<file path="config.mk">
export PLATFORM = sky130hd
export DESIGN_NAME = linked_list_queue_with_free_list_top
export DESIGN_NICKNAME = d
export VERILOG_FILES = /design/src/rtl/llq_pkg.sv /design/src/rtl/linked_list_queue_with_free_list_top.sv
export SDC_FILE = /design/constraint.sdc
export NUM_CORES = 1
export LEC_CHECK = 0
export BUFFER_PORTS_ARGS = -buffer_cell sky130_fd_sc_hd__clkbuf_2
export CAP_MARGIN = 20
export CORE_ASPECT_RATIO = 0.6
export CORE_MARGIN = 2
export CORE_UTILIZATION = 45
export CTS_CLUSTER_SIZE = 14
export DETAILED_ROUTE_END_ITERATION = 8
export GPL_TIMING_DRIVEN = 0
export PLACE_DENSITY = 0.66
export SLEW_MARGIN = 20
export SYNTH_ARGS = -nofsm -noshare
export SYNTH_HDL_FRONTEND = slang
export SYNTH_SLANG_ARGS = --single-unit
</file>
<file path="constraint.sdc">
create_clock -name i_clk -period 4.6 [get_ports i_clk]
set_clock_uncertainty 0.15 [all_clocks]
set_input_delay 0.69 -clock i_clk [delete_from_list [all_inputs] [get_ports i_clk]]
set_output_delay 0.69 -clock i_clk [all_outputs]
set_load 0.03 [all_outputs]
</file>
<file path="src/rtl/llq_pkg.sv">
`default_nettype none
// ----------------------------------------------------------------------------
// llq_pkg - linked-list queue shared types
// Beat payload structs, operation and status codes, default sizes.
// ----------------------------------------------------------------------------
package llq_pkg;

    localparam int LLQ_DEPTH      = 16;
    localparam int LLQ_ELEM_WIDTH = 32;
    localparam int VALUE_W        = 32;
    localparam int COUNT_W        = 5;

    localparam logic OP_ENQ = 1'b0;
    localparam logic OP_DEQ = 1'b1;

    typedef enum logic [1:0] {
        ST_DONE       = 2'd0,
        ST_FULL_REJ   = 2'd1,
        ST_EMPTY_REJ  = 2'd2
    } t_status;

    typedef struct packed {
        logic               operation;
        logic [VALUE_W-1:0] value;
    } t_in_item;

    typedef struct packed {
        t_status            status;
        logic [VALUE_W-1:0] head_value;
        logic               head_valid;
        logic [COUNT_W-1:0] count;
        logic               full_res;
        logic               empty_res;
    } t_result;

endpackage
`default_nettype wire

</file>
<file path="src/rtl/linked_list_queue_with_free_list_top.sv">
`default_nettype none
// A command beat accepted at a clock edge gives its result beat on o_done/o_result in the cycle
// after that edge, valid for that one cycle; the receiver cannot stall.
// One command per cycle while o_busy is low, set by the single register stage around the
// link and element register files (next-link read, then element read, in one pass).
// Reset (synchronous, active low): list links rebuilt to 0->1->...->DEPTH-1, free head 0,
// queue empty; o_busy high from the first reset edge to the first edge after release.
// ----------------------------------------------------------------------------
// linked_list_queue_with_free_list_top - FIFO queue as a linked list with free list
// Nodes live in a small register file; unused nodes chain on a free list. A tail
// pointer and a counter are kept so no list walk is needed.
// ----------------------------------------------------------------------------
module linked_list_queue_with_free_list_top #(
    parameter int DEPTH      = llq_pkg::LLQ_DEPTH,
    parameter int ELEM_WIDTH = llq_pkg::LLQ_ELEM_WIDTH
) (
    input  wire logic              i_clk,
    input  wire logic              i_rst_n,
    input  wire logic              i_start,
    input  wire llq_pkg::t_in_item i_item,
    output logic                   o_busy,
    output logic                   o_done,
    output llq_pkg::t_result       o_result
);
    import llq_pkg::*;

    // Pointer width holds every node index plus the null marker (DEPTH).
    localparam int PW = $clog2(DEPTH + 1);
    localparam int IW = (DEPTH > 1) ? $clog2(DEPTH) : 1;
    // Stored element width: the value port is 32 bits, cut to ELEM_WIDTH when that is smaller.
    localparam int SW = (ELEM_WIDTH < VALUE_W) ? ELEM_WIDTH : VALUE_W;
    localparam logic [PW-1:0] NIL = PW'(DEPTH);

    // Node storage
    logic [SW-1:0] r_elem  [DEPTH];   // no reset: undefined until written
    logic [PW-1:0] r_link  [DEPTH];

    // List pointers and bookkeeping
    logic [PW-1:0] r_free_head, n_free_head;
    logic [PW-1:0] r_head,      n_head;
    logic [PW-1:0] r_tail,      n_tail;
    logic [PW-1:0] r_count,     n_count;
    logic [SW-1:0] r_head_val,  n_head_val;   // element at head, kept alongside
    logic          r_busy;
    logic          r_done;
    t_result       r_result,    n_result;

    // Write controls for the register files
    logic          elem_we;
    logic [IW-1:0] elem_idx;
    logic          link_we_a, link_we_b;
    logic [IW-1:0] link_idx_a, link_idx_b;
    logic [PW-1:0] link_dat_a, link_dat_b;

    // Pass signals
    logic          accept;
    logic          is_enq;
    logic          free_ok, head_ok, tail_ok;
    logic [PW-1:0] rd_ptr;
    logic [PW-1:0] link_rd;
    logic [PW-1:0] link_norm;
    t_status       status;

    assign accept = i_start && !r_busy;
    assign is_enq = (i_item.operation == OP_ENQ);
    assign free_ok = (r_free_head < NIL);
    assign head_ok = (r_head < NIL);
    assign tail_ok = (r_tail < NIL);

    // One link read a beat: successor of the free head (enqueue) or of the head.
    assign rd_ptr    = is_enq ? r_free_head : r_head;
    assign link_rd   = r_link[rd_ptr[IW-1:0]];
    assign link_norm = (link_rd < NIL) ? link_rd : NIL;   // corrupt link reads as null

    always_comb begin
        n_free_head = r_free_head;
        n_head      = r_head;
        n_tail      = r_tail;
        n_count     = r_count;
        n_head_val  = r_head_val;
        status      = ST_DONE;
        elem_we     = 1'b0;
        elem_idx    = r_free_head[IW-1:0];
        link_we_a   = 1'b0;
        link_idx_a  = r_free_head[IW-1:0];
        link_dat_a  = NIL;
        link_we_b   = 1'b0;
        link_idx_b  = r_tail[IW-1:0];
        link_dat_b  = r_free_head;
        if (accept) begin
            if (is_enq) begin
                if (!free_ok) begin
                    status = ST_FULL_REJ;
                end else begin
                    // Take node off the free list, append at tail
                    n_free_head = link_norm;
                    elem_we     = 1'b1;
                    link_we_a   = 1'b1;            // new node terminates list
                    if (!head_ok) begin
                        n_head     = r_free_head;
                        n_head_val = i_item.value[SW-1:0];
                    end else if (tail_ok) begin
                        link_we_b  = 1'b1;         // old tail points at new node
                    end
                    n_tail = r_free_head;
                    if (r_count < NIL) begin
                        n_count = r_count + 1'b1;
                    end
                end
            end else begin
                if (!head_ok) begin
                    status = ST_EMPTY_REJ;
                end else begin
                    // Unlink head, push it onto the front of the free list
                    n_head = link_norm;
                    if (link_norm == NIL) begin
                        n_tail = NIL;
                    end else begin
                        n_head_val = r_elem[link_norm[IW-1:0]];
                    end
                    link_we_a   = 1'b1;
                    link_idx_a  = r_head[IW-1:0];
                    link_dat_a  = r_free_head;
                    n_free_head = r_head;
                    if (r_count != '0) begin
                        n_count = r_count - 1'b1;
                    end
                end
            end
        end
    end

    // Result beat describes the queue after this command
    always_comb begin
        n_result.status     = status;
        n_result.head_valid = (n_head < NIL);
        n_result.head_value = (n_head < NIL) ? VALUE_W'(n_head_val) : '0;
        n_result.count      = COUNT_W'(n_count);
        n_result.full_res   = !(n_free_head < NIL);
        n_result.empty_res  = !(n_head < NIL);
    end

    // Control and pointer registers
    always_ff @(posedge i_clk) begin
        if (!i_rst_n) begin
            r_free_head <= '0;
            r_head      <= NIL;
            r_tail      <= NIL;
            r_count     <= '0;
            r_busy      <= 1'b1;
            r_done      <= 1'b0;
        end else begin
            r_free_head <= n_free_head;
            r_head      <= n_head;
            r_tail      <= n_tail;
            r_count     <= n_count;
            r_busy      <= 1'b0;
            r_done      <= accept;
        end
    end

    // Payload registers
    always_ff @(posedge i_clk) begin
        r_head_val <= n_head_val;
        r_result   <= n_result;
    end

    // Element file: written on enqueue only
    always_ff @(posedge i_clk) begin
        if (elem_we) begin
            r_elem[elem_idx] <= i_item.value[SW-1:0];
        end
    end

    // Link file: reset rebuilds the initial free chain
    always_ff @(posedge i_clk) begin
        if (!i_rst_n) begin
            for (int i = 0; i < DEPTH; i++) begin
                r_link[i] <= (i == DEPTH - 1) ? NIL : PW'(i + 1);
            end
        end else begin
            if (link_we_a) begin
                r_link[link_idx_a] <= link_dat_a;
            end
            if (link_we_b) begin
                r_link[link_idx_b] <= link_dat_b;
            end
        end
    end

    assign o_busy   = r_busy;
    assign o_done   = r_done;
    assign o_result = r_result;

`ifndef SYNTH
    a_count_range: assert property (@(posedge i_clk) disable iff (!i_rst_n)
        r_count <= NIL)
        else $error("count above depth");

    a_empty_match: assert property (@(posedge i_clk) disable iff (!i_rst_n)
        (r_count == '0) == (r_head == NIL))
        else $error("head pointer disagrees with count");

    a_full_match: assert property (@(posedge i_clk) disable iff (!i_rst_n)
        (r_count == NIL) == (r_free_head == NIL))
        else $error("free list disagrees with count");

    a_beat_out: assert property (@(posedge i_clk) disable iff (!i_rst_n)
        (i_start && !o_busy) |=> o_done)
        else $error("accepted command gave no result beat");

    a_no_spurious: assert property (@(posedge i_clk) disable iff (!i_rst_n)
        o_done |-> $past(i_start && !o_busy))
        else $error("result beat without command");
`endif

endmodule
`default_nettype wire
</file>
==> results of run 1 <==
[state kept, by name (all words and copies together) (netlist names)]
signal and count:
link_dat_b 5, o_busy 1, o_done 1, o_result 42
r_count 5, r_elem 512, r_head 5, r_head_val 32
r_link 80, r_tail 5
[worst max-delay path: cells and delay by family, from the launching register on]
family          cells  cell delay (ps)
buf+inv             3             1410
mux                 1              410
simple gates        3             1110
compound gates      5             1090
flops               1              380
[worst max path at each step]
stage | depth (start not counted) | endpoint | slack [ps] | startpoint
2_1_floorplan | 6 | r_elem[1][0] | 170 | i_start
3_3_place_gp | 7 | r_elem[1][8] | -3090 | link_dat_b[4]
3_5_place_dp | 12 | o_result[39] | -1280 | i_item[32]
4_1_cts | 11 | r_head_val[4] | 7 | link_dat_b[2]
5_1_grt | 13 | o_result[37] | 10 | r_head[0]
6_report | 12 | o_result[36] | -100 | link_dat_b[2]
[area by class of cell]
cell class	count	area [um2]
diodes	1	2.502
plain buffers	149	705.7
clock buffers	93	1833
clock inverters	28	295.3
fillers	5237	29790
inverters	18	67.56
multi-input cells	1293	8303
flip-flops and latches	688	19700
well taps	839	1050
repair buffers	116	968.4
[routing by layer]
layer	track usage [%]	part of all wire, %	up-vias
li1	-	-	8609
met1	42.61	43	10070
met2	35.89	39	1547
met3	9.718	15	172
met4	7.879	2.6	0
met5	0	0	-
[power by group through the flow]
stage / registers [uW] / clock network [uW] / logic [uW]
6_report: 7060 / 5480 / 2540
5_1_grt: 7070 / 5770 / 2630
4_1_cts: 7050 / 5510 / 2430
3_5_place_dp: 7190 / 0 / 2400
3_3_place_gp: 7180 / 0 / 2340
2_1_floorplan: 7250 / 0 / 1350
[kinds of logic after synthesis]
group                    Yosys count
adder cells (fa/ha/maj)            2
AND/OR/NAND/NOR                  656
AO/OA/AOI/OAI                    471
buffers and inverters            169
XOR/XNOR                           1
multiplexers                     163
flip-flops                       688
[cells in the final DEF (no fill, tap or decap), drive strengths merged, types with 8 or more instances in the layout]
| master | n |
|---|---|
| nand2b | 12 |
| nor3 | 45 |
| a32o | 24 |
| o311ai | 24 |
| a21o | 76 |
| a211oi | 8 |
| clkbuf | 270 |
| clkinv | 16 |
| edfxtp | 592 |
| a32oi | 8 |
| and2 | 62 |
| mux2i | 149 |
| inv | 24 |
| nand3 | 45 |
| a21oi | 102 |
| nand2 | 260 |
| nor2 | 167 |
| o211ai | 9 |
| nor2b | 8 |
| o21ai | 65 |
| a31oi | 9 |
| dfxtp | 96 |
| o221ai | 33 |
| a222oi | 20 |
| a22oi | 45 |
| nand4 | 36 |
| buf | 87 |
[per-stage QoR]
step	TNS, ps	cell area (um2)	worst slack [ps]	total power (uW)
final	-102.7	32920	-95.27	15090
after floorplan	0	28540	168.2	8599
after global routing	0	32920	13.01	15480
after CTS	0	32840	7.366	15000
after global placement	-871080	29980	-3091	9519
after detailed placement	-52030	30630	-1278	9590
[what timing repair did]
| action | CTS | global route |
|---|---|---|
| gates resized for setup | 27 | 43 |
| setup endpoints to repair | 68 | 62 |
| setup buffers | 2 | 2 |
| pin swaps | 1 | 2 |
==> metrics.csv, run 1 <==
metric,value,unit
ys_seq_area_share,69.03,%
setup_viol,2,
cts_inserted_buffers,66,
synth_xor_area_share,0.03069,%
die-width,329.1,um
cp_max_fo,10,
hold_end,o_busy,
route.vias.total,20400,
place.gp.congestion,0.9588,
design.portCount,80,
syn-mean-instance-area,13.27,um2
first_pass_iters,6,
finalCritPeriodShare,102.1,%
rrSetupSlack,-100,ps
drc,0,
areaGrowthSynthToFinish,15.38,%
synth_top_family_by_area,compound AO/OA/AOI/OAI gates,
wirelength,91.32,mm
critPathMaxStageDelay,570,ps
seqPwrFrac,46.8,%
clkPwrFrac,36.3,%
fin_ws,-95.27,ps
rows,71,
grt_max_degree,20,
grt_pass1_vias,18700,
rsz0062_at_grt,false,
reg2reg_depth,12,
p_sw_share,28.64,%
p_sw,4320,uW
yosysMostFrequentCell,edfxtp_1,
tightest_slew,1209,ps
ys_top_cells_by_count,"592 x edfxtp_1, 260 x nand2_1, 167 x nor2_1",
worst_hold_startpoint,i_rst_n,
ys_top_cells_by_area,"edfxtp_1 62%, dfxtp_1 6.7%, mux2i_1 5.2%",
timing_worst_setup_path_type,register to register,
cts.sinks,688,
pwr_density_cell,458.3,nW/um2
syn-num-nets,2188,
comb_power_share,16.9,%
grt_pass1_wl,128.9,mm
slew_viol_final,0,
failed_checks,setup timing,
yosysTopAreaCell,edfxtp_1,
hold_depth,2,
cpMostUsedCell,o21ai_0,
die_h,199.1,um
hp-class,input port to register,
avgViaCountPerCell,6.325,
hpwl,63.60,mm
antenna_found_initial,3,
fmax,0.2130,GHz
yosysUniqueCellTypes,61,
final_nets,2370,
dp_cells,3101,
required,4970,ps
whs,248.7,ps
utilization,52.50,%
port_buffers,79,
track_usage,27.56,%
clock_path_buffers,3,
dieArea,65510,um2
synth_edf_count,592,
reg2reg_from,link_dat_b[2],
p_leak,0.01147,uW
drv_cap,0,
ant_nets,0,
layout-drive-gt1-share,13.88,%
critPathArrivalTime,5060,ps
netlist_area,28540,um2
slew_headroom,19.37,%
overflow,0,
fin_cells,3225,
p_int,10770,uW
hold_viol,0,
netlist_instances,2150,
ys_warn_count,0,
clock_latency,630,ps
holdBufCountCts,0,
cp-start-kind,register,
ys_async_sr_fraction,0,%
peakVddDrop,0.3374,mV
synth_top_cell_area_share,62.30,%
synthMuxAreaShare,6.068,%
cts.clk_slew.worst_paths,70,ps
cts-htree-levels,3,
outcome,finished with violations,
ys_seq_elements,688,
start_util,45.50,%
synth_ff_type,edfxtp_1,
synthSimpleGateAreaFrac,10.30,%
synth-compound-area-share,11.93,%
cts_tree,yes,
cp_slowest_cell,buf_1,
clockRootBuffer,clkbuf_16,
wl_per_cell,28.32,um
path_cells,buf_1 > mux2i_1 > nor2_1 > a22oi_1 > o21ai_0 > buf_2 > nand3_2 > clkbuf_4 > a21oi_1 > o21ai_0 > o221ai_1 > and2_1,
r2r-end,o_result[36],
core,62720,um2
yosys.area_share.adder,0.08769,%
post-route-min-period,4695,ps
critical_path.endpoint_type,register,
first_iter_violations,3705,
(Power assumes the default switching activity.)
==> run 2: changes to the inputs <==
Settings changed: CORE_UTILIZATION 45 to 55, CTS_CLUSTER_DIAMETER set to 60, PLACE_DENSITY 0.66 to 0.77.
==> metrics.csv, run 2 (same netlist as run 1, synthesis figures left out) <==
metric,value,unit,change
crit_family,buffers and inverters,,
clockRootBuffer,clkbuf_16,,
use_met1,48.97,%,+6.4 points
final_common_cell,edfxtp_1,,
antenna_found_initial,2,,-1
timing_worst_setup_path_type,register to register,,
fin_setup_tns,-239.8,ps,-137.2 ps
route.vias.total,20700,,+1.5%
final_cell_mix,"592 x edfxtp_1, 260 x nand2_1, 153 x nor2_1, 148 x mux2i_1, 112 x clkbuf_1",,
dp_cells,2958,,-4.6%
start_util,55.86,%,+10 points
final_nets,2359,,-0.46%
wl_per_cell,29.22,um,+3.2%
critPathMaxStageDelay,570,ps,about the same
track_usage,32.87,%,+5.3 points
path_cells,mux2_2 > buf_2 > clkbuf_4 > buf_4 > mux2i_1 > mux2i_1 > a32oi_1 > and2_1 > nor3_4 > clkbuf_2 > o21ai_0 > o221ai_1 > and2_1,,
peakVddDrop,0.3155,mV,-6.5%
first_pass_iters,6,,unchanged
drc,0,,unchanged
cts.clk_slew.worst_paths,70,ps,about the same
clock_latency,640,ps,about the same
grt_pass1_wl,129.5,mm,+0.50%
hpwl,61.48,mm,-3.3%
num-fill-cells,3729,,-29%
crit_buf_inv,4,,+1
failed_checks,setup timing,,
required,5010,ps,+40 ps
fin_cells,3059,,-5.1%
placed_area,30550,um2,-0.28%
gr-usage-met3,12.59,%,+2.9 points
cp_max_fo,10,,unchanged
drv_cap,0,,unchanged
core,51090,um2,-19%
p_leak,0.01120,uW,-2.4%
grt_max_degree,21,,+5.0%
largest-register,r_elem,,
fin_ws,-108.7,ps,-13.41 ps
fmax,0.2124,GHz,-0.28%
outcome,finished with violations,,
fin_area,32250,um2,-2.0%
cp_slowest_cell,nor3_4,,
grt_pass1_vias,19510,,+4.3%
dieArea,53780,um2,-18%
finalCritPeriodShare,102.4,%,+0.29 points
rsz0062_at_grt,true,,
areaGrowthSynthToFinish,13.03,%,
slew_headroom,27.50,%,+8.1 points
design.portCount,80,,unchanged
port_buffers,79,,unchanged
slew_viol_final,0,,unchanged
cts-htree-levels,2,,-1
setup_viol,4,,+2
avgViaCountPerCell,6.766,,+7.0%
post-route-min-period,4709,ps,+13.41 ps
wirelength,89.39,mm,-2.1%
die_h,180.4,um,-9.4%
place.gp.congestion,0.9704,,+1.2%
top_usage_layer,met1,,
cts_inserted_buffers,55,,-17%
critPathArrivalTime,5120,ps,+60 ps
first_iter_violations,4188,,+13%
hold_viol,0,,unchanged
rows,64,,-9.9%
hp-class,input port to register,,
cts_tree,yes,,
largest_reg_flops,512,,unchanged
overflow,0,,unchanged
cp-start-kind,register,,
critical_path.endpoint_type,register,,
clock_path_buffers,3,,unchanged
die-width,298.1,um,-9.4%
ant_nets,0,,unchanged
layout-drive-gt1-share,12.23,%,-1.7 points
met2_usage,43.74,%,+7.9 points
utilization,63.13,%,+11 points
tightest_slew,1087,ps,-121.9 ps
cts.sinks,688,,unchanged
pwr_density_cell,436.0,nW/um2,-4.8%
-- run 2: cell types whose count changed in the layout (fill, tap and decap cells not counted), sizes merged --
cell,change
inv,-5
diode,+1
bufinv,-5
clkdlybuf4s15,-1
clkinvlp,-1
buf,+3
clkinv,-12
-- run 2: where the power goes --
| part | leakage (uW) | internal (uW) | total, uW | switching, uW |
|---|---|---|---|---|
| Sequential | 0.00612 | 6950 | 7060 | 113 |
| Clock | 0.000758 | 2260 | 4480 | 2220 |
| Combinational | 0.00432 | 722 | 2520 | 1800 |
-- run 2: layout make-up --
class	count	area (um2)	area share [%]
Sequential cell	688	19700	61.08
Multi-Input combinational cell	1293	8275	25.66
Inverter	18	67.56	0.2095
Tap cell	693	867.1	2.688
Timing Repair Buffer	117	1055	3.270
Antenna cell	2	5.005	0.01552
Buffer	148	686.9	2.130
Clock inverter	5	71.32	0.2211
Clock buffer	95	1526	4.733
-- run 2: path summary, 6_finish.rpt --
check | startpoint | endpoint | slack (ps) | cells past startpoint
worst max-delay path | r_head[0] | o_result[36] | -110 | 13
worst min-delay path | i_rst_n | o_busy | 220 | 2
worst max register to register | r_head[0] | o_result[36] | -110 | 13
worst min register to register | r_head_val[25] | r_head_val[25] | 340 | 1
-- run 2: per-layer routing --
layer,wire length (um),share of wire [%]
met5,146,0.16
met4,3351,3.7
met3,15840,18
met2,35330,40
met1,34720,39
-- run 2: stage by stage --
step           power [uW]  setup WS, ps  hold slack [ps]
4_1_cts             13910         2.258            198.8
2_1_floorplan        8599         168.2            299.4
3_3_place_gp         9468         -2875            306.3
3_5_place_dp         9550         -1478            316.7
6_report            14060        -108.7            215.3
5_1_grt             14410        -119.9            214.9
-- run 2: what timing repair did --
item	in CTS	in global routing
endpoints found under the setup margin	65	71
hold buffers	0	0
pin swaps	1	1
gates resized for setup	21	37
buffers inserted	2	0
endpoints found under the hold margin	0	0
